--- config.mk ---
export PLATFORM = sky130hd
export DESIGN_NAME = fletcher32_token_digest_unit
export DESIGN_NICKNAME = d
export VERILOG_FILES = /design/src/sv/f32td_pkg.sv /design/src/sv/f32td_core.sv /design/src/sv/fletcher32_token_digest_unit.sv
export VERILOG_INCLUDE_DIRS = /design/src /design/src/sv
export SDC_FILE = /design/constraint.sdc
export NUM_CORES = 1
export LEC_CHECK = 0
export ABC_AREA = 0
export ABC_CLOCK_PERIOD_IN_PS = 7700
export BUFFER_PORTS_ARGS = -buffer_cell sky130_fd_sc_hd__buf_4
export CELL_PAD_IN_SITES_DETAIL_PLACEMENT = 0
export CELL_PAD_IN_SITES_GLOBAL_PLACEMENT = 2
export CORE_ASPECT_RATIO = 0.9
export CORE_MARGIN = 5
export CORE_UTILIZATION = 35
export CTS_BUF_LIST = sky130_fd_sc_hd__clkbuf_8 sky130_fd_sc_hd__clkbuf_16
export CTS_CLUSTER_SIZE = 30
export DETAILED_ROUTE_END_ITERATION = 12
export PLACE_DENSITY_LB_ADDON = 0.1
export SLEW_MARGIN = 40
export SYNTH_ARGS = -nofsm -noshare
export SYNTH_HDL_FRONTEND = slang
export SYNTH_SLANG_ARGS = --single-unit
--- constraint.sdc ---
create_clock -name clk -period 7.7 [get_ports clk]
set_clock_uncertainty 0.15 [all_clocks]
set_input_delay 1.54 -clock clk [delete_from_list [all_inputs] [get_ports clk]]
set_output_delay 1.54 -clock clk [all_outputs]
set_load 0.01 [all_outputs]
--- src/sv/fletcher32_token_digest_unit_assert.svh ---
// Assertion macros for the token digest unit.
// Needs clk and arst_n in the scope of the including module.
`ifndef FLETCHER32_TOKEN_DIGEST_UNIT_ASSERT_SVH
`define FLETCHER32_TOKEN_DIGEST_UNIT_ASSERT_SVH

// Condition holds at every clock edge out of reset.
`define F32TD_ASSERT_ALWAYS(label, cond, msg) \
	label: assert property (@(posedge clk) disable iff (!arst_n) (cond)) else $error(msg);

// Antecedent at one edge implies consequent at the next.
`define F32TD_ASSERT_NEXT(label, ante, cons, msg) \
	label: assert property (@(posedge clk) disable iff (!arst_n) (ante) |=> (cons)) \
		else $error(msg);

`endif

--- src/sv/f32td_pkg.sv ---
// Shared types and constants for the Fletcher-32 token digest unit.
// No dependencies.
package f32td_pkg;

	localparam logic [15:0] FLETCHER_MOD = 16'hFFFF;
	localparam logic [7:0]  SPACE_BYTE   = 8'h20;

	typedef enum logic [1:0] {
		OP_ADD   = 2'd0,
		OP_FINAL = 2'd1,
		OP_CLEAR = 2'd2
	} op_e;

	typedef struct packed {
		logic [1:0] operation;
		logic [7:0] data_byte;
		logic       token_first;
		logic       insert_space;
	} req_t;

	typedef struct packed {
		logic [31:0] digest;
		logic        is_final;
		logic        byte_pending;
	} rsp_t;

	typedef struct packed {
		logic [15:0] sum_low;
		logic [15:0] sum_high;
		logic [7:0]  pending_byte;
		logic        pending_valid;
		logic        final_flag;
	} state_t;

endpackage

--- src/sv/f32td_core.sv ---
// Next-state and result logic for one request of the token digest.
// Depends on f32td_pkg.
module f32td_core (
	input  f32td_pkg::req_t   req,
	input  f32td_pkg::state_t cur,
	output f32td_pkg::state_t nxt,
	output f32td_pkg::rsp_t   rsp
);

	logic [15:0] word;
	logic [16:0] low_sum;
	logic [15:0] low_red;
	logic [16:0] high_sum;
	logic [15:0] high_red;
	logic        space_first;

	assign space_first = req.token_first & req.insert_space;

	always_comb begin
		word = '0;
		case (req.operation)
			f32td_pkg::OP_ADD: begin
				if (space_first && cur.pending_valid) begin
					word = {cur.pending_byte, f32td_pkg::SPACE_BYTE};
				end else if (space_first) begin
					word = {f32td_pkg::SPACE_BYTE, req.data_byte};
				end else begin
					word = {cur.pending_byte, req.data_byte};
				end
			end
			f32td_pkg::OP_FINAL: begin
				word = {cur.pending_byte, 8'h00};
			end
			default: begin
				word = '0;
			end
		endcase
	end

	// modular adds: both operands below 2^16, one conditional subtract suffices
	assign low_sum  = {1'b0, cur.sum_low} + {1'b0, word};
	assign low_red  = (low_sum >= {1'b0, f32td_pkg::FLETCHER_MOD}) ?
		16'(low_sum - {1'b0, f32td_pkg::FLETCHER_MOD}) : low_sum[15:0];
	assign high_sum = {1'b0, cur.sum_high} + {1'b0, low_red};
	assign high_red = (high_sum >= {1'b0, f32td_pkg::FLETCHER_MOD}) ?
		16'(high_sum - {1'b0, f32td_pkg::FLETCHER_MOD}) : high_sum[15:0];

	always_comb begin
		nxt = cur;
		case (req.operation)
			f32td_pkg::OP_ADD: begin
				if (space_first || cur.pending_valid) begin
					nxt.sum_low  = low_red;
					nxt.sum_high = high_red;
				end
				if (space_first && cur.pending_valid) begin
					nxt.pending_byte  = req.data_byte;
					nxt.pending_valid = 1'b1;
				end else if (space_first || cur.pending_valid) begin
					nxt.pending_byte  = '0;
					nxt.pending_valid = 1'b0;
				end else begin
					nxt.pending_byte  = req.data_byte;
					nxt.pending_valid = 1'b1;
				end
			end
			f32td_pkg::OP_FINAL: begin
				if (cur.pending_valid) begin
					nxt.sum_low       = low_red;
					nxt.sum_high      = high_red;
					nxt.pending_byte  = '0;
					nxt.pending_valid = 1'b0;
				end
				nxt.final_flag = 1'b1;
			end
			f32td_pkg::OP_CLEAR: begin
				nxt = '0;
			end
			default: begin
				nxt = cur;
			end
		endcase
	end

	assign rsp.digest       = {nxt.sum_high, nxt.sum_low};
	assign rsp.is_final     = nxt.final_flag;
	assign rsp.byte_pending = nxt.pending_valid;

endmodule

--- src/sv/fletcher32_token_digest_unit.sv ---
// Fletcher-32 digest over a stream of token bytes: request register, digest state,
// result register. Depends on f32td_pkg, f32td_core and the assert macro header.
//
// Usage:
//   Request channel item_valid/item_ready/item carries one byte, finalize or clear.
//   Result channel result_valid/result_ready/result returns the digest after
//   each request: sums, final flag and pending-byte flag.
//   Every request yields exactly one result, in order.
// Timing:
//   A request is registered on acceptance and its result is registered when the
//   request advances into the result register; result_valid rises with that load.
//   One request per cycle is sustained while results are taken; the digest
//   state updates on each advance, folding at most one 16-bit word.
// Reset:
//   arst_n clears the digest state and both pipeline valid bits.
// Stalls:
//   With result_ready low the result register holds; one more request can
//   wait in the request register, after which item_ready drops.
module fletcher32_token_digest_unit (
	input  logic             clk,
	input  logic             arst_n,
	input  logic             item_valid,
	output logic             item_ready,
	input  f32td_pkg::req_t  item,
	output logic             result_valid,
	input  logic             result_ready,
	output f32td_pkg::rsp_t  result
);

	`include "fletcher32_token_digest_unit_assert.svh"

	f32td_pkg::req_t   req_s1;
	logic              valid_s1;
	f32td_pkg::rsp_t   rsp_s2;
	logic              valid_s2;
	f32td_pkg::state_t state_q;
	f32td_pkg::state_t state_nxt;
	f32td_pkg::rsp_t   rsp_nxt;
	logic              advance;

	assign advance    = valid_s1 && (!valid_s2 || result_ready);
	assign item_ready = !valid_s1 || advance;

	f32td_core u_core (
		.req (req_s1),
		.cur (state_q),
		.nxt (state_nxt),
		.rsp (rsp_nxt)
	);

	always_ff @(posedge clk or negedge arst_n) begin
		if (!arst_n) begin
			valid_s1 <= 1'b0;
			valid_s2 <= 1'b0;
			state_q  <= '0;
		end else begin
			if (item_ready) begin
				valid_s1 <= item_valid;
			end
			if (advance) begin
				valid_s2 <= 1'b1;
				state_q  <= state_nxt;
			end else if (result_ready) begin
				valid_s2 <= 1'b0;
			end
		end
	end

	always_ff @(posedge clk) begin
		if (item_ready && item_valid) begin
			req_s1 <= item;
		end
		if (advance) begin
			rsp_s2 <= rsp_nxt;
		end
	end

	assign result_valid = valid_s2;
	assign result       = rsp_s2;

	`F32TD_ASSERT_ALWAYS(a_sums_reduced,
		state_q.sum_low != f32td_pkg::FLETCHER_MOD &&
		state_q.sum_high != f32td_pkg::FLETCHER_MOD,
		"digest sum not reduced")
	`F32TD_ASSERT_ALWAYS(a_pending_zero,
		state_q.pending_valid || state_q.pending_byte == 8'h00,
		"stale pending byte")
	`F32TD_ASSERT_NEXT(a_clear, advance && req_s1.operation == f32td_pkg::OP_CLEAR,
		state_q == '0 && result.digest == 32'h0, "clear did not reset digest")
	`F32TD_ASSERT_NEXT(a_final, advance && req_s1.operation == f32td_pkg::OP_FINAL,
		result.is_final && !result.byte_pending && result_valid, "finalize not reflected")

endmodule

* After elaboration in Yosys (flattened, before gate mapping)
Index checks and enable logic that the tools add are counted.
** Word-level totals
- Logic and storage cells :: 49
- Output and inout bits :: 36
- Register bits after elaboration :: 90
** Operators by class
- Reductions and logical operators :: 12
- Add/subtract/negate cells :: 4
- Equality and inequality tests :: 3
- Magnitude comparators :: 2
- Multiplexer cells :: 13
- Bitwise operators :: 1
** Operator list (number)
- 41-bit case mux with 3 select lines :: 1
- 16-bit 2-to-1 mux :: 4
- 41-bit 2-to-1 mux :: 1
- 16-bit by 16-bit adder with 17-bit output :: 2
- 17-bit by 16-bit >= comparator with 1-bit output, second input constant :: 2
- 32-bit 2-to-1 mux :: 1
- 16-bit case mux with 2 select lines :: 1
- 16-bit subtractor, second input constant :: 2
- 9-bit 2-to-1 mux :: 2
- 1-bit logical AND :: 3
- 1-bit logical OR :: 3
- 3-bit AND reduction :: 1
- 3-bit nonzero test :: 1
- 2-bit by 1-bit equality test with 1-bit output, second input constant :: 1
- 2-bit equality test, second input constant :: 1
- 1-bit zero test :: 2
- 2-bit zero test :: 1
- 1-bit 2-to-1 mux :: 2
- 2-bit != test, second input constant :: 1
- 1-bit case mux with 2 select lines :: 1
- 2-bit nonzero test :: 1
- 1-bit AND :: 1

* Longest topological paths before layout
Gate-level depths: netlist (run 1).
- Depth after elaboration :: 12
- Gate-level depth with buffers :: 33
- Depth with buffers taken out :: 29

* Modules after synthesis
A second synthesis (run 1) with hierarchy kept.
** Unflattened totals
- Cells, all modules :: 743
- Area, all modules :: 7328.3 um^2
** By module, submodules not included
- f32td_core :: times used 1, cells an instance 600, area an instance 4126.5 um^2
- fletcher32_token_digest_unit :: times used 1, cells an instance 143, area an instance 3201.8 um^2

* Worst setup path after synthesis (run 1)
No wires, ideal clock.
- Kind :: reg2reg
- Start :: register req_s1[10] (netlist name)
- End :: register rsp_s2 (netlist bit result[22]) (data pin)
- Slack :: 115 ps
- Data arrival time :: 7176 ps
- Buffers on the path :: 3
- Stages on the path, launching flop included :: 32
- Setup time :: 259 ps
- Data required time :: 7291 ps
- Cells stage by stage :: edfxtp_1 -> inv_1 -> ha_1 -> clkbuf_1 -> inv_1 -> nor2_1 -> and2_1 -> ha_1 -> inv_1 -> fa_1 -> nor2b_1 -> o2111ai_1 -> a31o_2 -> a2111oi_0 -> nand4_1 -> nand3b_1 -> o21a_1 -> buf_2 -> nor3_1 -> xor2_1 -> ha_1 -> a21o_1 -> a21o_1 -> a221o_1 -> o21a_4 -> nor4_4 -> nand3_2 -> o41ai_2 -> buf_6 -> nand4_2 -> xor2_1 -> o31a_1
** RTL lines
- from (decl) :: line fletcher32_token_digest_unit.sv:32 : f32td_pkg::req_t req_s1;
- from (signal assigned) :: line fletcher32_token_digest_unit.sv:71 : req_s1 <= item;
- to (signal assigned) :: line fletcher32_token_digest_unit.sv:74 : rsp_s2 <= rsp_nxt;
- to (decl) :: line fletcher32_token_digest_unit.sv:34 : f32td_pkg::rsp_t rsp_s2;

==> results_tabular.tex, run 1 <==
\begin{tabular}{lr}
\hline
Metric & Value \\
\hline
\multicolumn{2}{l}{\textbf{Placed design}} \\
\quad I/O Buffers & 51 \\
\quad Global placer's final weighted congestion & 0.9415 \\
\quad Detailed-placement wirelength estimate & 17110 um \\
\quad Number of placed instances, taps included & $\sim$1100 \\
\multicolumn{2}{l}{\textbf{Power}} \\
\quad Leak & 3.675 nW \\
\quad Part of the total power dissipated in sequential elements & 38.1\% \\
\quad Switching power & 0.5820 mW \\
\quad Maximum vdd ir drop & approximately 0.000094 V \\
\quad Switching part of the total power & a little over a third \\
\quad Internal power & 1.027 mW \\
\quad Fraction of power consumed by combinational cells & around 33\% \\
\quad Total power & 1.608 mW \\
\quad Pwr per Cell Area & 196.9 nW/um\^{}2 \\
\quad Proportion of power drawn by the clock network & 29.3\% \\
\multicolumn{2}{l}{\textbf{Setup path}} \\
\quad Cell repeated most along the worst path & ha\_1 \\
\quad CP max stage delay & 440 ps \\
\quad Startpoint type of the worst setup path & register \\
\quad Arrival @ worst endpoint & 7320 ps \\
\quad Critical Path End Type & register \\
\quad Critical path start-end classification & reg2reg \\
\quad Required @ worst endpoint & 7660 ps \\
\quad Critical path peak fanout & 10 \\
\quad Slowest CP cell & or3\_1 \\
\multicolumn{2}{l}{\textbf{Timing}} \\
\quad Time the final worst path needs with I/O delays and setup & 7352 ps \\
\quad Hold violation total from the final report & 0 \\
\quad Share of the clock period used by the worst path after layout & 95.49\% \\
\quad Number of failing setup endpoints in the final timing report & 0 \\
\quad Summed negative setup slack over all endpoints & 0 ps \\
\quad Slew at the pin with the worst max-slew slack & $\sim$760 ps \\
\quad Hold Slack & $\sim$320 ps \\
\quad Number of slew-limit violations in the final report & 0 \\
\quad Highest clock frequency the design can meet & 136.0 MHz \\
\quad Worst slew margin relative to its limit & between 40\% and 50\% \\
\multicolumn{2}{l}{\textbf{Finish}} \\
\quad Number of filler cells placed in the layout & 1879 \\
\quad Share of layout cells above drive strength 1 & 20.31\% \\
\quad Total number of nets in the final design & 896 \\
\quad Area growth from synthesis to layout & 21.60\% \\
\quad Post-route insts no fill & 1092 \\
\quad Antenna diodes & 0 \\
\multicolumn{2}{l}{\textbf{Clock tree}} \\
\quad Buffer type at the clock tree root & clkbuf\_16 \\
\quad CTS tree & built \\
\quad Hold\_buf cts & 0 \\
\quad Number of levels the H-tree was split into & 3 \\
\quad Cts bufs inserted & 9 \\
\quad Maximum buffer depth of the clock tree & 2 \\
\quad Insertion delay to the later sink of the worst-skew pair & approximately 360 ps \\
\quad Clock-pin slew on the worst setup and hold paths & 80 ps \\
\quad CTS sink count & 90 \\
\multicolumn{2}{l}{\textbf{Detailed routing}} \\
\quad Final routed wire length divided by cell count & $\sim$21 um \\
\quad Pre-Repair DR Iteration Count & 5 \\
\quad Total met2 wirelength after detailed routing & 10150 um \\
\quad Routed met1 length & 11140 um \\
\quad Wire length reported by the detailed router & 23020 um \\
\quad Residual antenna-violating net count after detailed routing & 0 \\
\quad Detailed router's first-iteration violation count & 400 \\
\quad Total met3 wirelength after detailed routing & 1372 um \\
\quad DRC violations left & 0 \\
\quad Routed via count divided by cell count & 5.712 \\
\quad Top Layer Used & met4 \\
\quad Vias & 6237 \\
\multicolumn{2}{l}{\textbf{Job}} \\
\quad Max Cap Viol & 0 \\
\multicolumn{2}{l}{\textbf{Floorplan}} \\
\quad Die width & between 150 and 200 um \\
\quad Placeable core region & 19040 sq um \\
\quad Die boundary height & 141.4 um \\
\quad Die area & 22070 sq um \\
\quad I/O pin cnt & 52 \\
\quad Initial cell density of the core & between 30\% and 40\% \\
\quad FP Rows & 48 \\
\multicolumn{2}{l}{\textbf{Global route}} \\
\quad Number of antenna violations at the first check in global routing & 1 \\
\quad Pin count of the biggest net entering global routing & 56 \\
\quad Total overflow reported by the global router & 0 \\
\quad Wire length of the first global-routing pass & around 35000 um \\
\quad Vias in the first global route & approximately 6000 \\
\quad Overall fraction of global-route tracks in use & 20.70\% \\
\multicolumn{2}{l}{\textbf{Logic synthesis}} \\
\quad Summed instance area of the synthesized netlist & $\sim$6700 sq um \\
\quad Count of warnings emitted by yosys & 0 \\
\quad Commonest register cell after synthesis & edfxtp\_1 \\
\quad Flops \& latches, synth & 90 \\
\quad Mean area per synthesized cell & between 8 and 9 sq um \\
\quad Number of synthesized flops with an enable pin & 46 \\
\quad Share of synthesized registers carrying an async set or reset & 48.89\% \\
\quad Library cells used by synthesis & 73 \\
\quad Sequential element share of the synthesized area & 36.95\% \\
\quad Cell count after synthesis & 747 \\
\quad Synthesized net count & 806 \\
\multicolumn{2}{l}{\textbf{Worst hold path}} \\
\quad Type of the tightest min-delay check & reg2reg \\
\multicolumn{2}{l}{\textbf{Outcome}} \\
\quad Outcome & finished clean \\
\hline
\end{tabular}
critical path, delay by kind of cell (launching register included):
family                   cells  cell delay (ps)
multiplexers                 1              290
XOR/XNOR                     1              290
AO/OA/AOI/OAI               10             2530
flip-flops                   1              370
buffers and inverters        4              550
adder cells (fa/ha/maj)      3              950
AND/OR/NAND/NOR             10             1980
cell usage in the layout, fill, tap and decap left out, types with 8 or more instances in the layout:
master,count
buf_4,105
nand2_1,85
o21ai_0,62
a21oi_1,54
edfxtp_1,46
dfrtp_1,44
nor2_1,43
ha_1,39
inv_1,31
a22o_1,25
nand3_1,18
a21o_1,18
xor2_1,18
nand2b_1,18
and2_1,14
nor3_1,14
xnor2_1,13
o21a_1,11
a31oi_1,11
a32o_1,10
nor2b_1,9
mux2_2,9
clkbuf_16,9
nand4_1,8
stage by stage:
step                      setup slack (ps)  utilization (%)  cell area (sq um)
final                                347.6            42.92               8170
after global placement              -12.94            40.36               7684
after floorplan                      115.1                -               6719
after global routing                -18.27            42.92               8170
after CTS                            87.79            42.10               8015
after detailed placement            -60.32            40.40               7691
path summary, 6_finish.rpt:
kind | startpoint | end | slack (ps) | depth (start not counted)
max | req_s1[1]$_DFFE_PP_ | result[29]$_DFFE_PP_ | 350 | 29
min | state_q[6]$_DFFE_PN0P_ | state_q[6]$_DFFE_PN0P_ | 320 | 2
max reg2reg | req_s1[1]$_DFFE_PP_ | result[29]$_DFFE_PP_ | 350 | 29
min reg2reg | state_q[6]$_DFFE_PN0P_ | state_q[6]$_DFFE_PN0P_ | 320 | 2
max in group asynchronous | arst_n | state_q[3]$_DFFE_PN0P_ | 5860 | 1
min in group asynchronous | arst_n | state_q[17]$_DFFE_PN0P_ | 1070 | 1
power by group through the flow:
| stage | combinational (mW) | sequential (mW) | clock [mW] |
|---|---|---|---|
| after floorplan | 0.299 | 0.609 | 0 |
| after global placement | 0.504 | 0.620 | 0 |
| after detailed placement | 0.504 | 0.621 | 0 |
| after CTS | 0.509 | 0.612 | 0.486 |
| after global routing | 0.577 | 0.618 | 0.502 |
| final | 0.524 | 0.613 | 0.471 |
area by class of cell:
cell class                 instances  area [sq um]  area share, %
clock inverter                     7         77.57         0.9495
tap                              250         312.8          3.828
timing repair buffer             106         808.3          9.893
multi-input combinational        599          4148          50.77
sequential                        90          2482          30.38
clock buffer                       9         225.2          2.757
inverter                          31         116.4          1.424
synth_stat cells (all sizes together) (4+ instances only):
| library cell | instances | share of area, % |
|---|---|---|
| ha | 41 | 7.6 |
| a22o | 25 | 3.3 |
| dfrtp | 44 | 16 |
| a31oi | 12 | 1.2 |
| nand2 | 87 | 4.9 |
| or3 | 6 | 0.56 |
| nor3 | 16 | 1.3 |
| and4 | 4 | 0.52 |
| nor2 | 44 | 2.5 |
| a211oi | 6 | 0.67 |
| o21a | 13 | 1.6 |
| or2 | 5 | 0.47 |
| a21oi | 57 | 4.2 |
| edfxtp | 46 | 21 |
| inv | 31 | 1.7 |
| buf | 4 | 0.37 |
| nand3 | 20 | 1.6 |
| nand2b | 18 | 1.7 |
| mux2 | 9 | 1.5 |
| o31a | 4 | 0.52 |
| and2 | 15 | 1.4 |
| a32o | 10 | 1.5 |
| xor2 | 23 | 3.0 |
| xnor2 | 14 | 1.8 |
| clkbuf | 23 | 1.3 |
| nor2b | 11 | 1.0 |
| o31ai | 6 | 0.67 |
| a21o | 18 | 2.0 |
| o21ai | 65 | 4.8 |
| nand4 | 9 | 0.93 |
| and3 | 7 | 0.65 |
what timing repair did:
item	in CTS	in global routing
gates resized for setup	3	23
pin swaps	0	3
setup endpoints to repair	5	32
buffers inserted	1	5
sequential cells by signal, indices dropped and copies added, names as in the netlist:
name,count
valid_s1,1
req_s1,12
result_valid,1
result,34
state_q,42
metal layers:
layer | global-route usage (%) | up-vias
li1 | - | 2965
met5 | 0 | -
met1 | 30.17 | 3057
met3 | 3.507 | 24
met2 | 31.87 | 191
met4 | 5.389 | 0
kinds of logic after synthesis:
kind of cell | Yosys count | synth area share [%]
xor+xnor | 37 | 4.823
buf+inv | 58 | 3.389
simple gates | 256 | 19.31
mux | 11 | 1.806
flops | 90 | 36.95
compound gates | 252 | 25.49
fa+ha+maj | 43 | 8.231
(Power assumes the default switching activity.)
==> inputs of run 2 (changes only) <==
--- a/config.mk
+++ b/config.mk
@@ -17,6 +17,7 @@
 export CTS_BUF_LIST = sky130_fd_sc_hd__clkbuf_8 sky130_fd_sc_hd__clkbuf_16
 export CTS_CLUSTER_SIZE = 30
 export DETAILED_ROUTE_END_ITERATION = 12
+export MAX_ROUTING_LAYER = met4
 export PLACE_DENSITY_LB_ADDON = 0.1
 export SLEW_MARGIN = 40
 export SYNTH_ARGS = -nofsm -noshare
==> results_tabular.tex, run 2 (same netlist as run 1, synthesis figures left out) <==
\begin{tabular}{lr}
\hline
Metric & Value \\
\hline
\multicolumn{2}{l}{\textbf{Outcome}} \\
\quad Outcome & finished clean \\
\multicolumn{2}{l}{\textbf{Job}} \\
\quad Max Cap Viol & 0 \\
\multicolumn{2}{l}{\textbf{Finish}} \\
\quad Area growth from synthesis to layout & 21.15\% \\
\quad Most common cell after layout, fill and taps aside & buf\_4 \\
\quad Share of layout cells above drive strength 1 & 19.67\% \\
\quad Number of filler cells placed in the layout & 1896 \\
\quad Largest register by flop count & state\_q \\
\quad Total number of nets in the final design & 898 \\
\quad Highest-count cells in the layout ignoring fill and taps & buf\_4, nand2\_1, o21ai\_0 \\
\quad Antenna diodes & 0 \\
\quad Max FFs per register & 42 \\
\quad Core utilization of the finished layout & 42.76\% \\
\multicolumn{2}{l}{\textbf{Setup path}} \\
\quad Critical path start-end classification & reg2reg \\
\quad Cell family with most CP delay & compound AO/OA/AOI/OAI gates \\
\quad Required @ worst endpoint & 7650 ps \\
\quad Critical Path End Type & register \\
\quad Cells on worst reg2reg path & 30 \\
\quad Slowest CP cell & or3\_1 \\
\quad R2r endpoint & result[29]\$\_DFFE\_PP\_ \\
\quad Startpoint type of the worst setup path & register \\
\quad Critical path peak fanout & 8 \\
\quad Total buffers and inverters traversed by the critical path & 4 \\
\quad CP max stage delay & 450 ps \\
\quad Flop-to-flop setup slack & 370 ps \\
\quad Crit Reg-Reg Startpoint & req\_s1[1]\$\_DFFE\_PP\_ \\
\quad Arrival @ worst endpoint & 7290 ps \\
\multicolumn{2}{l}{\textbf{Power}} \\
\quad Pwr per Cell Area & 199.2 nW/um\^{}2 \\
\quad Maximum vdd ir drop & 0.00009450 V \\
\quad Leak & $\sim$3.7 nW \\
\multicolumn{2}{l}{\textbf{Clock tree}} \\
\quad Insertion delay to the later sink of the worst-skew pair & $\sim$350 ps \\
\quad Buffer type at the clock tree root & clkbuf\_16 \\
\quad Maximum buffer depth of the clock tree & 2 \\
\quad Number of levels the H-tree was split into & 3 \\
\quad Cts bufs inserted & 9 \\
\quad CTS sink count & 90 \\
\quad Clock-pin slew on the worst setup and hold paths & 70 ps \\
\quad Hold\_buf cts & 0 \\
\quad CTS tree & built \\
\multicolumn{2}{l}{\textbf{Timing}} \\
\quad Highest clock frequency the design can meet & between 100 and 150 MHz \\
\quad Slew at the pin with the worst max-slew slack & 789.6 ps \\
\quad Number of slew-limit violations in the final report & 0 \\
\quad Share of the clock period used by the worst path after layout & 95.23\% \\
\quad Worst slew margin relative to its limit & 47.17\% \\
\quad Hold violation total from the final report & 0 \\
\quad Summed negative setup slack over all endpoints & 0 ps \\
\quad Time the final worst path needs with I/O delays and setup & 7333 ps \\
\quad Number of failing setup endpoints in the final timing report & 0 \\
\quad Hold Slack & 328.1 ps \\
\multicolumn{2}{l}{\textbf{Placed design}} \\
\quad Global placer's final weighted congestion & 0.9041 \\
\quad Detailed-placement wirelength estimate & between 15000 and 20000 um \\
\quad I/O Buffers & 51 \\
\multicolumn{2}{l}{\textbf{Worst hold path}} \\
\quad Launch point of the worst hold path & state\_q[2]\$\_DFFE\_PN0P\_ \\
\quad Hold path depth & 2 \\
\quad Hold-critical path endpoint & state\_q[2]\$\_DFFE\_PN0P\_ \\
\quad Type of the tightest min-delay check & reg2reg \\
\multicolumn{2}{l}{\textbf{Floorplan}} \\
\quad Placeable core region & 19040 sq um \\
\quad Die area & 22070 sq um \\
\quad FP Rows & between 40 and 50 \\
\quad Initial cell density of the core & 35.29\% \\
\quad I/O pin cnt & 52 \\
\quad Die boundary height & 141.4 um \\
\quad Die width & 156.0 um \\
\multicolumn{2}{l}{\textbf{Global route}} \\
\quad Pin count of the biggest net entering global routing & 56 \\
\quad Wire length of the first global-routing pass & 34780 um \\
\quad Total overflow reported by the global router & 0 \\
\quad Overall fraction of global-route tracks in use & 21.39\% \\
\quad Number of antenna violations at the first check in global routing & 1 \\
\quad Vias in the first global route & 5972 \\
\multicolumn{2}{l}{\textbf{Detailed routing}} \\
\quad Residual antenna-violating net count after detailed routing & 0 \\
\quad Vias & just over 6000 \\
\quad Detailed router's first-iteration violation count & 408 \\
\quad Pre-Repair DR Iteration Count & 6 \\
\quad DRC violations left & 0 \\
\quad Wire length reported by the detailed router & $\sim$23000 um \\
\quad Final routed wire length divided by cell count & 21.10 um \\
\quad Routed via count divided by cell count & 5.631 \\
\hline
\end{tabular}
## run 2: area by class of cell
cell class	instances	area (sq um)	share of cell area, %
multi-input cells	599	4099	50.35
flip-flops and latches	90	2482	30.49
repair buffers	108	810.8	9.960
well taps	250	312.8	3.843
clock buffers	9	225.2	2.767
inverters	31	116.4	1.429
clock inverters	7	93.84	1.153
## run 2: report_power, final
| part | internal, mW | leakage (nW) | switching (mW) | total [mW] |
|---|---|---|---|---|
| sequential | 0.562 | 1.05 | 0.0479 | 0.610 |
| clock | 0.285 | 0.157 | 0.205 | 0.490 |
| combinational | 0.205 | 2.50 | 0.317 | 0.522 |
## run 2: how the worst max path moves through the flow
stage	start	endpoint	slack [ps]	cells after the start
final	req_s1[1]$_DFFE_PP_	result[29]$_DFFE_PP_	370	30
after global routing	req_s1[1]$_DFFE_PP_	result[29]$_DFFE_PP_	-20	30
after global placement	req_s1[1]$_DFFE_PP_	result[26]$_DFFE_PP_	120	31
after floorplan	req_s1[10]$_DFFE_PP_	result[22]$_DFFE_PP_	120	31
after CTS	req_s1[1]$_DFFE_PP_	state_q[12]$_DFFE_PN0P_	150	32
after detailed placement	req_s1[10]$_DFFE_PP_	state_q[12]$_DFFE_PN0P_	210	31
## run 2: worst min-delay path, stage by stage, from the launching register on
cell	delay [ps]
dfrtp_1	340
nand2_1	40
o21ai_0	50
## run 2: repair_timing
item                                    in CTS  in global routing
hold endpoints to repair                     0                  0
setup buffers                                0                  5
endpoints found under the setup margin       0                 32
gates resized for setup                      0                 17
## run 2: metrics by stage
stage	std cells	setup WS (ps)	total power, mW	cell area, sq um
2_1_floorplan	747	115.1	0.9072	6719
3_3_place_gp	1073	124.0	1.123	7694
3_5_place_dp	1073	207.6	1.127	7704
4_1_cts	1089	151.4	1.624	8023
5_1_grt	1094	-23.88	1.710	8140
6_report	1094	367.0	1.622	8140
## run 2: routing by layer
metal  part of all wire, %  up-vias  track usage [%]
met5                     0        -                -
met2                    44      164            31.73
met4                   1.2        0            4.330
met1                    50     3017            31.03
met3                   5.2       16            3.385
li1                      -     2963                -
